File: src/hdl/ost_pkg.sv
// ----------------------------------------------------------------------------
// ost_pkg
// Shared constants, codes and control structs of the ordered set table.
// ----------------------------------------------------------------------------
package ost_pkg;

  localparam int CAPACITY = 64;
  localparam int ADDR_W   = $clog2(CAPACITY);
  localparam int CNT_W    = 7;
  localparam int IDX_W    = 6;
  localparam int DATA_W   = 32;

  typedef enum logic [1:0] {
    MODE_ADD      = 2'd0,
    MODE_REMOVE   = 2'd1,
    MODE_CONTAINS = 2'd2,
    MODE_READ     = 2'd3
  } mode_t;

  typedef enum logic [1:0] {
    ST_DONE = 2'd0,
    ST_DUP  = 2'd1,
    ST_FULL = 2'd2,
    ST_MISS = 2'd3
  } status_t;

  // commands from controller to datapath
  typedef struct packed {
    logic accept;
    logic scan;
    logic shift;
    logic rd_issue;
    logic rd_capture;
    logic apply;
    logic load_out;
  } ost_cmd_t;

  // status from datapath to controller
  typedef struct packed {
    logic in_is_read;
    logic req_remove;
    logic found;
    logic scan_done;
    logic shift_done;
    logic out_full;
  } ost_stat_t;

endpackage

File: src/hdl/ost_ifs.sv
// ----------------------------------------------------------------------------
// ost channel interfaces
// Request and response channels with valid/ready handshake.
// ----------------------------------------------------------------------------
interface ost_req_if;
  logic                         valid;
  logic                         ready;
  logic [1:0]                   mode;
  logic signed [ost_pkg::DATA_W-1:0] value;
  logic [ost_pkg::IDX_W-1:0]    index;

  modport source (output valid, mode, value, index, input ready);
  modport sink   (input valid, mode, value, index, output ready);
endinterface

interface ost_rsp_if;
  logic                         valid;
  logic                         ready;
  logic                         hit;
  logic [1:0]                   status;
  logic signed [ost_pkg::DATA_W-1:0] read_value;
  logic [ost_pkg::CNT_W-1:0]    count;

  modport source (output valid, hit, status, read_value, count, input ready);
  modport sink   (input valid, hit, status, read_value, count, output ready);
endinterface

File: src/hdl/ost_ram.sv
// ----------------------------------------------------------------------------
// ost_ram
// Generic single-write, single-read RAM with registered read data.
// ----------------------------------------------------------------------------
module ost_ram #(
  parameter int WIDTH = 32,
  parameter int DEPTH = 64
) (
  input  logic                     clk,
  input  logic                     we,
  input  logic [$clog2(DEPTH)-1:0] waddr,
  input  logic [WIDTH-1:0]         wdata,
  input  logic                     re,
  input  logic [$clog2(DEPTH)-1:0] raddr,
  output logic [WIDTH-1:0]         rdata
);

  logic [WIDTH-1:0] mem [DEPTH];
  logic [WIDTH-1:0] rdata_r;

  always_ff @(posedge clk) begin
    if (we) begin
      mem[waddr] <= wdata;
    end
    if (re) begin
      rdata_r <= mem[raddr];
    end
  end

  assign rdata = rdata_r;

endmodule

File: src/hdl/ost_datapath.sv
// ----------------------------------------------------------------------------
// ost_datapath
// Request latch, entry memory, scan/shift pointers, count and result word.
// ----------------------------------------------------------------------------
module ost_datapath (
  input  logic                clk,
  input  logic                rst_n,
  input  ost_pkg::ost_cmd_t   cmd,
  output ost_pkg::ost_stat_t  stat,
  ost_req_if.sink             in_ch,
  ost_rsp_if.source           out_ch
);

  logic [1:0]                       req_mode_r, req_mode_nxt;
  logic [ost_pkg::DATA_W-1:0]       req_value_r, req_value_nxt;
  logic [ost_pkg::IDX_W-1:0]        req_index_r, req_index_nxt;
  logic [ost_pkg::CNT_W-1:0]        count_r, count_nxt;
  logic [ost_pkg::CNT_W-1:0]        ptr_r, ptr_nxt;
  logic [ost_pkg::ADDR_W-1:0]       cmp_r, cmp_nxt;
  logic                             rd_pend_r, rd_pend_nxt;
  logic                             hit_r, hit_nxt;
  ost_pkg::status_t                 res_status_r, res_status_nxt;
  logic [ost_pkg::DATA_W-1:0]       res_rd_r, res_rd_nxt;
  logic                             out_valid_r, out_valid_nxt;
  logic                             out_hit_r;
  logic [1:0]                       out_status_r;
  logic [ost_pkg::DATA_W-1:0]       out_rd_r;
  logic [ost_pkg::CNT_W-1:0]        out_count_r;

  logic                             ram_we, ram_re;
  logic [ost_pkg::ADDR_W-1:0]       ram_waddr, ram_raddr;
  logic [ost_pkg::DATA_W-1:0]       ram_wdata, ram_rdata;
  logic                             found, ptr_lt, idx_ok;
  ost_pkg::mode_t                   mode;

  ost_ram #(
    .WIDTH (ost_pkg::DATA_W),
    .DEPTH (ost_pkg::CAPACITY)
  ) u_ram (
    .clk   (clk),
    .we    (ram_we),
    .waddr (ram_waddr),
    .wdata (ram_wdata),
    .re    (ram_re),
    .raddr (ram_raddr),
    .rdata (ram_rdata)
  );

  assign mode   = ost_pkg::mode_t'(req_mode_r);
  assign found  = rd_pend_r && (ram_rdata == req_value_r);
  assign ptr_lt = ptr_r < count_r;
  assign idx_ok = ost_pkg::CNT_W'(req_index_r) < count_r;

  always_comb begin
    stat.in_is_read = (ost_pkg::mode_t'(in_ch.mode) == ost_pkg::MODE_READ);
    stat.req_remove = (mode == ost_pkg::MODE_REMOVE);
    stat.found      = found;
    stat.scan_done  = !found && !ptr_lt && !rd_pend_r;
    stat.shift_done = !rd_pend_r && !ptr_lt;
    stat.out_full   = out_valid_r;
  end

  always_comb begin
    req_mode_nxt   = req_mode_r;
    req_value_nxt  = req_value_r;
    req_index_nxt  = req_index_r;
    count_nxt      = count_r;
    ptr_nxt        = ptr_r;
    cmp_nxt        = cmp_r;
    rd_pend_nxt    = rd_pend_r;
    hit_nxt        = hit_r;
    res_status_nxt = res_status_r;
    res_rd_nxt     = res_rd_r;
    ram_we         = 1'b0;
    ram_waddr      = cmp_r - ost_pkg::ADDR_W'(1);
    ram_wdata      = ram_rdata;
    ram_re         = 1'b0;
    ram_raddr      = ptr_r[ost_pkg::ADDR_W-1:0];

    if (cmd.accept) begin
      req_mode_nxt  = in_ch.mode;
      req_value_nxt = in_ch.value;
      req_index_nxt = in_ch.index;
      ptr_nxt       = '0;
      rd_pend_nxt   = 1'b0;
      hit_nxt       = 1'b0;
    end

    // search: one read issued per cycle, compare in the following cycle
    if (cmd.scan) begin
      if (found) begin
        hit_nxt     = 1'b1;
        ptr_nxt     = ost_pkg::CNT_W'(cmp_r) + ost_pkg::CNT_W'(1);
        rd_pend_nxt = 1'b0;
      end else begin
        ram_re      = ptr_lt;
        rd_pend_nxt = ptr_lt;
        cmp_nxt     = ptr_r[ost_pkg::ADDR_W-1:0];
        if (ptr_lt) begin
          ptr_nxt = ptr_r + ost_pkg::CNT_W'(1);
        end
      end
    end

    // shift: entry read last cycle moves one place down
    if (cmd.shift) begin
      ram_we      = rd_pend_r;
      ram_re      = ptr_lt;
      rd_pend_nxt = ptr_lt;
      cmp_nxt     = ptr_r[ost_pkg::ADDR_W-1:0];
      if (ptr_lt) begin
        ptr_nxt = ptr_r + ost_pkg::CNT_W'(1);
      end
    end

    if (cmd.rd_issue) begin
      ram_re    = 1'b1;
      ram_raddr = req_index_r[ost_pkg::ADDR_W-1:0];
    end

    if (cmd.rd_capture) begin
      hit_nxt = 1'b0;
      if (idx_ok) begin
        res_status_nxt = ost_pkg::ST_DONE;
        res_rd_nxt     = ram_rdata;
      end else begin
        res_status_nxt = ost_pkg::ST_MISS;
        res_rd_nxt     = '0;
      end
    end

    if (cmd.apply) begin
      res_rd_nxt = '0;
      case (mode)
        ost_pkg::MODE_ADD: begin
          if (hit_r) begin
            res_status_nxt = ost_pkg::ST_DUP;
          end else if (count_r >= ost_pkg::CNT_W'(ost_pkg::CAPACITY)) begin
            res_status_nxt = ost_pkg::ST_FULL;
          end else begin
            res_status_nxt = ost_pkg::ST_DONE;
            ram_we         = 1'b1;
            ram_waddr      = count_r[ost_pkg::ADDR_W-1:0];
            ram_wdata      = req_value_r;
            count_nxt      = count_r + ost_pkg::CNT_W'(1);
          end
        end
        ost_pkg::MODE_REMOVE: begin
          if (hit_r) begin
            res_status_nxt = ost_pkg::ST_DONE;
            count_nxt      = count_r - ost_pkg::CNT_W'(1);
          end else begin
            res_status_nxt = ost_pkg::ST_MISS;
          end
        end
        default: begin
          res_status_nxt = hit_r ? ost_pkg::ST_DONE : ost_pkg::ST_MISS;
        end
      endcase
    end

    if (cmd.load_out) begin
      out_valid_nxt = 1'b1;
    end else if (out_ch.ready) begin
      out_valid_nxt = 1'b0;
    end else begin
      out_valid_nxt = out_valid_r;
    end
  end

  always_ff @(posedge clk) begin
    if (!rst_n) begin
      count_r     <= '0;
      rd_pend_r   <= 1'b0;
      out_valid_r <= 1'b0;
    end else begin
      count_r     <= count_nxt;
      rd_pend_r   <= rd_pend_nxt;
      out_valid_r <= out_valid_nxt;
    end
  end

  always_ff @(posedge clk) begin
    req_mode_r   <= req_mode_nxt;
    req_value_r  <= req_value_nxt;
    req_index_r  <= req_index_nxt;
    ptr_r        <= ptr_nxt;
    cmp_r        <= cmp_nxt;
    hit_r        <= hit_nxt;
    res_status_r <= res_status_nxt;
    res_rd_r     <= res_rd_nxt;
    if (cmd.load_out) begin
      out_hit_r    <= hit_r;
      out_status_r <= res_status_r;
      out_rd_r     <= res_rd_r;
      out_count_r  <= count_r;
    end
  end

  assign out_ch.valid      = out_valid_r;
  assign out_ch.hit        = out_hit_r;
  assign out_ch.status     = out_status_r;
  assign out_ch.read_value = out_rd_r;
  assign out_ch.count      = out_count_r;

`ifndef SYNTHESIS
  a_count_cap: assert property (@(posedge clk) disable iff (!rst_n)
    count_r <= ost_pkg::CNT_W'(ost_pkg::CAPACITY))
    else $error("stored count above capacity");

  a_shift_addr: assert property (@(posedge clk) disable iff (!rst_n)
    (cmd.shift && rd_pend_r) |-> (cmp_r != '0))
    else $error("shift write below entry zero");

  a_remove_dec: assert property (@(posedge clk) disable iff (!rst_n)
    (cmd.apply && mode == ost_pkg::MODE_REMOVE && hit_r)
      |=> (count_r == $past(count_r) - ost_pkg::CNT_W'(1)))
    else $error("remove hit did not shrink the table");

  a_no_overwrite: assert property (@(posedge clk) disable iff (!rst_n)
    cmd.load_out |-> (!out_valid_r || out_ch.ready))
    else $error("result word overwritten while pending");
`endif

endmodule

File: src/hdl/ost_ctrl.sv
// ----------------------------------------------------------------------------
// ost_ctrl
// Sequencer: search, shift, read, apply and result hand-off for one request.
// ----------------------------------------------------------------------------
module ost_ctrl (
  input  logic                clk,
  input  logic                rst_n,
  input  logic                in_valid,
  input  logic                out_ready,
  input  ost_pkg::ost_stat_t  stat,
  output logic                in_ready,
  output ost_pkg::ost_cmd_t   cmd
);

  typedef enum logic [2:0] {
    S_IDLE,
    S_SEARCH,
    S_SHIFT,
    S_RD_ISSUE,
    S_RD_WAIT,
    S_APPLY,
    S_FINISH
  } state_t;

  state_t state_r, state_nxt;

  always_comb begin
    state_nxt = state_r;
    cmd       = '0;
    in_ready  = 1'b0;
    unique case (state_r)
      S_IDLE: begin
        in_ready = 1'b1;
        if (in_valid) begin
          cmd.accept = 1'b1;
          state_nxt  = stat.in_is_read ? S_RD_ISSUE : S_SEARCH;
        end
      end
      S_SEARCH: begin
        cmd.scan = 1'b1;
        if (stat.found && stat.req_remove) begin
          state_nxt = S_SHIFT;
        end else if (stat.found || stat.scan_done) begin
          state_nxt = S_APPLY;
        end
      end
      S_SHIFT: begin
        cmd.shift = 1'b1;
        if (stat.shift_done) begin
          state_nxt = S_APPLY;
        end
      end
      S_RD_ISSUE: begin
        cmd.rd_issue = 1'b1;
        state_nxt    = S_RD_WAIT;
      end
      S_RD_WAIT: begin
        cmd.rd_capture = 1'b1;
        state_nxt      = S_FINISH;
      end
      S_APPLY: begin
        cmd.apply = 1'b1;
        state_nxt = S_FINISH;
      end
      S_FINISH: begin
        // wait for the result register to free up
        if (!stat.out_full || out_ready) begin
          cmd.load_out = 1'b1;
          state_nxt    = S_IDLE;
        end
      end
      default: begin
        state_nxt = S_IDLE;
      end
    endcase
  end

  always_ff @(posedge clk) begin
    if (!rst_n) begin
      state_r <= S_IDLE;
    end else begin
      state_r <= state_nxt;
    end
  end

`ifndef SYNTHESIS
  a_shift_only_remove: assert property (@(posedge clk) disable iff (!rst_n)
    (state_r == S_SHIFT) |-> stat.req_remove)
    else $error("shift entered for a request other than remove");

  a_load_then_idle: assert property (@(posedge clk) disable iff (!rst_n)
    cmd.load_out |=> (state_r == S_IDLE))
    else $error("sequencer did not return to idle after result");
`endif

endmodule

File: src/hdl/ordered_set_table.sv
// ----------------------------------------------------------------------------
// ordered_set_table
// Set of distinct 32-bit values in insertion order: add, remove, contains,
// read by index, capacity of 64 entries.
// ----------------------------------------------------------------------------
//  channel   dir  handshake          word
//  in_ch     in   valid/ready        mode, value, index
//  out_ch    out  valid/ready        hit, status, read_value, count
//
//  read passes the issue and wait states to the result register; add, contains
//  and remove scan the stored entries and remove also shifts those behind the
//  hit, paced by the single read port of the entry memory (one entry read per
//  cycle).
//  synchronous active-low reset clears the count; entries need no clearing.
//  one request in flight; the next is taken while a result waits on out_ch.
module ordered_set_table (
  input  logic      clk,
  input  logic      rst_n,
  ost_req_if.sink   in_ch,
  ost_rsp_if.source out_ch
);

  ost_pkg::ost_cmd_t  cmd;
  ost_pkg::ost_stat_t stat;
  logic               in_ready;

  ost_ctrl u_ctrl (
    .clk       (clk),
    .rst_n     (rst_n),
    .in_valid  (in_ch.valid),
    .out_ready (out_ch.ready),
    .stat      (stat),
    .in_ready  (in_ready),
    .cmd       (cmd)
  );

  ost_datapath u_dp (
    .clk    (clk),
    .rst_n  (rst_n),
    .cmd    (cmd),
    .stat   (stat),
    .in_ch  (in_ch),
    .out_ch (out_ch)
  );

  assign in_ch.ready = in_ready;

endmodule

File: src/flat_wrapper.sv
// flat-port wrapper written by rule: the top's interface ports become plain ports
module ordered_set_table_flat 
  (clk, rst_n, in_ch_valid, in_ch_mode, in_ch_value, in_ch_index, in_ch_ready, out_ch_valid, out_ch_hit, out_ch_status, out_ch_read_value, out_ch_count, out_ch_ready);
  ost_req_if in_ch_i ();
  ost_rsp_if out_ch_i ();
  input  logic clk;
  input  logic rst_n;
  input wire logic [$bits(in_ch_i.valid)-1:0] in_ch_valid;
  input wire logic [$bits(in_ch_i.mode)-1:0] in_ch_mode;
  input wire logic [$bits(in_ch_i.value)-1:0] in_ch_value;
  input wire logic [$bits(in_ch_i.index)-1:0] in_ch_index;
  output wire logic [$bits(in_ch_i.ready)-1:0] in_ch_ready;
  output wire logic [$bits(out_ch_i.valid)-1:0] out_ch_valid;
  output wire logic [$bits(out_ch_i.hit)-1:0] out_ch_hit;
  output wire logic [$bits(out_ch_i.status)-1:0] out_ch_status;
  output wire logic [$bits(out_ch_i.read_value)-1:0] out_ch_read_value;
  output wire logic [$bits(out_ch_i.count)-1:0] out_ch_count;
  input wire logic [$bits(out_ch_i.ready)-1:0] out_ch_ready;
  assign in_ch_i.valid = in_ch_valid;
  assign in_ch_i.mode = in_ch_mode;
  assign in_ch_i.value = in_ch_value;
  assign in_ch_i.index = in_ch_index;
  assign in_ch_ready = in_ch_i.ready;
  assign out_ch_valid = out_ch_i.valid;
  assign out_ch_hit = out_ch_i.hit;
  assign out_ch_status = out_ch_i.status;
  assign out_ch_read_value = out_ch_i.read_value;
  assign out_ch_count = out_ch_i.count;
  assign out_ch_i.ready = out_ch_ready;
  ordered_set_table u_core (.clk(clk), .rst_n(rst_n), .in_ch(in_ch_i), .out_ch(out_ch_i));
endmodule
File: config.mk
export PLATFORM = sky130hd
export DESIGN_NAME = ordered_set_table_flat
export DESIGN_NICKNAME = d
export VERILOG_FILES = /design/src/hdl/ost_pkg.sv /design/src/hdl/ost_ifs.sv /design/src/hdl/ost_ram.sv /design/src/hdl/ost_datapath.sv /design/src/hdl/ost_ctrl.sv /design/src/hdl/ordered_set_table.sv /design/src/flat_wrapper.sv
export SDC_FILE = /design/constraint.sdc
export NUM_CORES = 2
export LEC_CHECK = 0
export ABC_AREA = 1
export BUFFER_PORTS_ARGS = -buffer_cell sky130_fd_sc_hd__buf_2
export CAP_MARGIN = 10
export CORE_MARGIN = 8
export CORE_UTILIZATION = 45
export CTS_CLUSTER_DIAMETER = 150
export DETAILED_ROUTE_END_ITERATION = 12
export PLACE_DENSITY = 0.71
export SYNTH_ARGS = -nofsm -noshare
export SYNTH_HDL_FRONTEND = slang
export SYNTH_SLANG_ARGS = --single-unit
File: constraint.sdc
create_clock -name clk -period 4 [get_ports clk]
set_clock_uncertainty 0.1 [all_clocks]
set_input_delay 0.8 -clock clk [delete_from_list [all_inputs] [get_ports clk]]
set_output_delay 0.8 -clock clk [all_outputs]
set_load 0.03 [all_outputs]
### Word-level counts from Yosys, hierarchy flattened

Memories as Yosys holds them, arrays and structs flattened. A register that Yosys moved wholly into a read port is not among the register bits.
Index checks and enable logic that the tools add are counted.

* memories: 1
* logic and storage cells: 130
* RAM bits: 2048
* output and inout bits: 44
* bits in registers: 142

Memories
* u_core.u_dp.u_ram.mem: depth 64, bits a word 32, read ports 1, clocked after Yosys merged registers in 1, write ports 1, line ost_ram.sv:18 `logic [WIDTH-1:0] mem [DEPTH];`

* muxes and demuxes: 66
* $add $sub $neg: 5
* magnitude comparators: 3
* equality and inequality tests: 17
* reductions and logical operators: 22

Operator list (count)
* 32-bit 2-to-1 mux: 5
* 7-bit 2-to-1 mux: 9
* 6-bit 2-to-1 mux: 8
* 32-bit == test: 1
* 1-bit 2-to-1 mux: 29
* 3-bit case mux with 6 select lines: 1
* 2-bit 2-to-1 mux: 8
* 3-bit 2-to-1 mux: 5
* 7-bit by 1-bit adder with 7-bit output (second input constant): 2
* 7-bit case mux with 2 select lines: 1
* 2-bit != test (second input constant): 5
* 3-bit == test (second input constant): 3
* 2-bit nonzero test: 4
* 6-bit by 1-bit adder with 7-bit output (second input constant): 1
* 7-bit greater-or-equal comparator (second input constant): 1
* 6-bit by 7-bit less-than comparator with 1-bit output: 1
* 7-bit less-than comparator: 1
* 7-bit by 1-bit subtractor with 7-bit output (second input constant): 1
* 3-bit by 2-bit == test with 1-bit output (second input constant): 2
* 6-bit by 1-bit subtractor with 6-bit output (second input constant): 1
* 1-bit logical AND: 5
* 5-bit AND reduction: 1
* 1-bit zero test: 4
* 2-bit by 1-bit != test with 1-bit output (second input constant): 2
* other kinds (11): 12

### Logic depth before layout (Yosys ltp)

* depth in word-level cells: 9
* gate-level depth with buffers: 15
* depth with buffers taken out: 15

### Worst setup path before layout

OpenSTA, ideal clock, no wires.

* path kind: register to register
* start point: register u_core.u_ctrl.state_r[2]
* end point: memory u_core.u_dp.u_ram.mem[0][31], data pin
* arrival: 3.681 ns
* stages on the path, launching flop included: 8
* slack: -0.483 ns
* data required time: 3.198 ns
* path through: dfxtp_1 -> inv_4 -> nor3_4 -> inv_2 -> nor2_2 -> nand2_2 -> clkbuf_1 -> o21ai_0

* word-level cells in the longest chain between the ends: 3

Ends and longest elaborated chain
* start: declaration: line ost_ctrl.sv:25 `state_t state_r, state_nxt;`
* start signal: assignment: line ost_ctrl.sv:82 `state_r <= state_nxt;`
* 3-bit == test: line ost_ctrl.sv:31 `unique case (state_r)`
* 1-bit 2-to-1 mux: line ost_ctrl.sv:31
* 32-bit 2-to-1 mux: line ost_datapath.sv:132 `if (cmd.apply) begin`
* via u_core.u_dp.ram_wdata, one bit: line ost_datapath.sv:32 `logic [ost_pkg::DATA_W-1:0] ram_wdata, ram_rdata;`
* end: declaration: line ost_ram.sv:18

The timed path passes the listed nets, and every way through them passes these cells.

### Final worst setup path

* start point: register u_core.u_ctrl.state_r[0]
* end point: memory u_core.u_dp.u_ram.mem[46][13], enable pin

* word-level cells in the longest chain between the ends: 9

Ends and longest elaborated chain
* 3-bit by 2-bit == test with 1-bit output: line ost_ctrl.sv:31
* 1-bit 2-to-1 mux: line ost_ctrl.sv:31
* 1-bit 2-to-1 mux: line ost_datapath.sv:106 `if (cmd.shift) begin`
* 1-bit 2-to-1 mux: line ost_datapath.sv:138 `end else if (count_r >= ost_pkg::CNT_W'(ost_pkg::CAPACITY)) begin`
* 1-bit 2-to-1 mux: line ost_datapath.sv:136 `if (hit_r) begin`
* 1-bit 2-to-1 mux: line ost_datapath.sv:134 `case (mode)`
* 1-bit 2-to-1 mux: line ost_datapath.sv:132
* 1-bit 2-to-1 mux: line ost_ram.sv:22 `if (we) begin`
* 1-bit 2-to-1 mux (not written as such): line ost_ram.sv:23 `mem[waddr] <= wdata;`

Parallel ways exist; a longest one is shown, timed or not.

==> flow_summary.yaml <==
clock_tree:
  cts_resized: 0
  clock_latency_ns: 0.84
  path_clk_slew_ns: 0.07
  cts_tree: "built"
  cts.htree.levels: 4
  cts_root_buf: "clkbuf_16"
  cts_sinks: 2222
  cts_max_path_buffers: 3
  cts-buffers-inserted: 217
timing:
  maxSlewViolCount: 0
  worst_pin_slew_ns: 1.33
  hold_viol_final: 0
  worst_slack_ns: 0.290
  max_slew_margin_pct: 11.3
  fin_crit_sh_pct: 92.7
  holdWs_ns: 0.0498
  max_freq_mhz: 270
  fin_crit_ns: 3.71
  finalSetupTns_ns: 0
  rsz0062_at_grt: "no"
  setup_violations: 0
run_status:
  status: "finished, final reports clean"
worst_setup_path:
  crit_slowest_cell: "nor2_4"
  crit_fanout: 20
  worst-setup-path-type: "register to register"
  cp_data_arrival_time_ns: 4.12
  cpPeakStageDelay_ns: 0.76
  start_kind: "register"
  timing.critical_path.mode_cell: "inv_2"
  worstPathCellList: "inv_2 -> nor3_4 -> inv_2 -> nor2_2 -> nand2_4 -> inv_2 -> nand2_1 -> o21ai_1 -> inv_1 -> nor2_1 -> nand2_1 -> nor2_4 -> buf_4"
  crit_path_end_kind: "register"
  required_ns: 4.41
layout:
  multi_input_area_sq_um: 19700
  final_cell_area_sq_um: 103000
  fillers: 16598
  drive_gt1_share_pct: 10.0
  final_util_pct: 51.4
  seq_area_sq_um: 66200
  fin_cells: 10332
  fin_nets: 7544
  area_delta_synth_final_pct: 14.0
logic_synthesis:
  yosysTopAreaCell: "edfxtp_1"
  synth_area_leaders: "edfxtp_1 72%, o21ai_0 6.0%, nand3_1 4.7%"
  synth_edf_count: 2170
  synth.yosys.warnings: 0
  synth_cell_types: 44
  ys_ff_latch: 2222
  ys_seq_area_share_pct: 72.9
  mappedNetlistArea_sq_um: 90800
  synthCells: 7372
  synth_top_flop_cell: "edfxtp_1"
  synth_top_cell_area_share_pct: 71.8
  async_flop_share_pct: 0
  synth_fp_nets: 7436
  postSynthAreaPerCell_sq_um: 12.3
place:
  globalplace.congestion: 0.922
  port_buffers: 87
  dpl_cell_area_sq_um: 96700
  dp_hpwl_um: 146000
  dp.cells: 9927
  pre_cts_slack_ns: 0.349
power_and_ir_drop:
  finalPower_mw: 74.3
  power.density_nw_per_um2: 718
  p_leak_nw: 37.1
  max-vdd-ir-drop_mv: 0.554
detailed_routing:
  drt-vias-per-instance: 5.78
  first_pass_iters: 6
  drc: 0
  drtIter0Drc: 8095
  antenna_left: 0
  routed_wl_um: 247000
  avgRoutedWirePerCell_um: 24.0
  routed-via-count: 59669
floorplanning:
  fp-row-count: 165
  io_pins: 88
  die_width_um: 465
  fp.dieH_um: 465
  start_util_pct: 45.1
  design.die.area_sq_um: 216000
  core_sq_um: 201000
global_routing:
  grt_max_degree: 147
  grt_pass1_vias: 56308
  track_usage_pct: 22.0
  grt_pass1_wl_um: 364000
  antenna_found_initial: 7
  grt_overflow: 0
flow_run:
  maxCapViolCount: 0
min_path:
  min_path_type: "input port to register"
## synthesized netlist by cell type, types with 2 or more instances
| cell | n |
|---|---|
| nand3_1 | 854 |
| buf_1 | 46 |
| edfxtp_1 | 2170 |
| clkbuf_1 | 215 |
| o21ai_2 | 2 |
| nor3_1 | 8 |
| inv_2 | 6 |
| and2_1 | 3 |
| buf_6 | 2 |
| o211ai_1 | 255 |
| a211oi_1 | 2 |
| xor2_1 | 14 |
| nand3b_1 | 2 |
| o21ai_0 | 1085 |
| ha_1 | 19 |
| nand2_2 | 8 |
| nor2_4 | 2 |
| inv_1 | 974 |
| buf_2 | 180 |
| o21ai_1 | 176 |
| nand2_1 | 403 |
| a32o_1 | 32 |
| nor2_1 | 301 |
| dfxtp_1 | 52 |
| xnor2_1 | 7 |
| buf_4 | 21 |
| nand4_1 | 15 |
| a21oi_1 | 502 |
## layer usage
metal  vias up  share of wire [%]  track usage (%)
met5         -             0.0053                0
met4         2                2.9             6.64
met3       433                 12             5.69
met2      3376                 46             34.4
met1     29114                 39             30.6
li1      26744                  -                -
## timing repair
| action | in CTS | in global routing |
|---|---|---|
| hold buffers | 6 | 0 |
| setup buffers | 0 | 0 |
| hold endpoints to repair | 6 | 0 |
## report_power, final
part / leakage, nW / internal [mW] / switching [mW]
clock: 3.27 / 10.9 / 8.63
combinational: 13.9 / 6.65 / 18.4
sequential: 20.0 / 29.1 / 0.685
## registers in the layout (all words and copies together), names as in the netlist
| register | count |
|---|---|
| u_core.u_dp.u_ram.mem | 2048 |
| u_core.u_dp.out_ch.read_value | 32 |
| u_core.u_dp.req_value_r | 32 |
| u_core.u_dp.res_rd_r | 32 |
| u_core.u_dp.u_ram.rdata | 32 |
| u_core.u_dp.count_r | 7 |
| u_core.u_dp.out_ch.count | 7 |
| u_core.u_dp.ptr_r | 7 |
| u_core.u_dp.cmp_r | 6 |
| u_core.u_dp.req_index_r | 6 |
| u_core.u_ctrl.state_r | 3 |
| u_core.u_dp.mode | 2 |
| u_core.u_dp.out_ch.status | 2 |
| u_core.u_dp.res_status_r | 2 |
| u_core.u_dp.hit_r | 1 |
| u_core.u_dp.out_ch.hit | 1 |
| u_core.u_dp.out_ch.valid | 1 |
| u_core.u_dp.rd_pend_r | 1 |
## cell usage in the layout, fill, tap and decap left out, drive strengths merged, types with 2 or more instances in the layout
| cell type | synthesis | final |
|---|---|---|
| edfxtp | 2170 | 2170 |
| o21ai | 1264 | 1264 |
| inv | 981 | 990 |
| nand3 | 855 | 855 |
| a21oi | 503 | 503 |
| nand2 | 411 | 411 |
| buf | 249 | 347 |
| nor2 | 304 | 304 |
| clkbuf | 215 | 275 |
| o211ai | 255 | 255 |
| clkinv | 1 | 95 |
| dfxtp | 52 | 52 |
| a32o | 32 | 32 |
| ha | 19 | 19 |
| nand4 | 15 | 15 |
| xor2 | 14 | 14 |
| bufinv | 0 | 13 |
| nor3 | 9 | 9 |
| xnor2 | 7 | 7 |
| clkinvlp | 0 | 6 |
| dlygate4sd3 | 0 | 6 |
| and2 | 4 | 4 |
| diode | 0 | 2 |
| nand3b | 2 | 2 |
| a211oi | 2 | 2 |
## path summary, 6_finish.rpt
path                                                             from                                 endpoint  slack (ns)  cells past startpoint
worst max register to register  u_core.u_ctrl.state_r[0]$_SDFFE_PN0P_  u_core.u_dp.u_ram.mem[46][13]$_DFFE_PP_        0.29                     13
worst min-delay path                                   in_ch_value[3]     u_core.u_dp.req_value_r[3]$_DFFE_PP_        0.05                      1
worst max-delay path            u_core.u_ctrl.state_r[0]$_SDFFE_PN0P_  u_core.u_dp.u_ram.mem[46][13]$_DFFE_PP_        0.29                     13
worst min register to register  u_core.u_dp.res_status_r[0]$_DFFE_PP_   u_core.u_dp.out_ch.status[0]$_DFFE_PP_        0.32                      0
## kinds of logic after synthesis
logic type	after synthesis	synth area share [%]
xor+xnor	21	0.203
buf+inv	1446	6.33
fa+ha+maj	20	0.284
simple gates	1602	7.94
compound gates	2061	12.3
flops	2222	72.9
## cell type report
cell class,count,area share [%]
Timing Repair Buffer,353,3.66
Clock buffer,275,5.48
Multi-Input combinational cell,3704,19.1
Tap cell,2672,3.23
Sequential cell,2222,64.0
Antenna cell,2,0.00484
Inverter,982,3.58
Clock inverter,122,1.03
## worst max-delay path: cells and delay by family (launching register included)
family,cells,cell delay (ns)
buffers and inverters,5,0.84
AND/OR/NAND/NOR,7,1.73
AO/OA/AOI/OAI,1,0.16
flip-flops,1,0.51
Note: power is estimated with default switching activity, not from simulation.
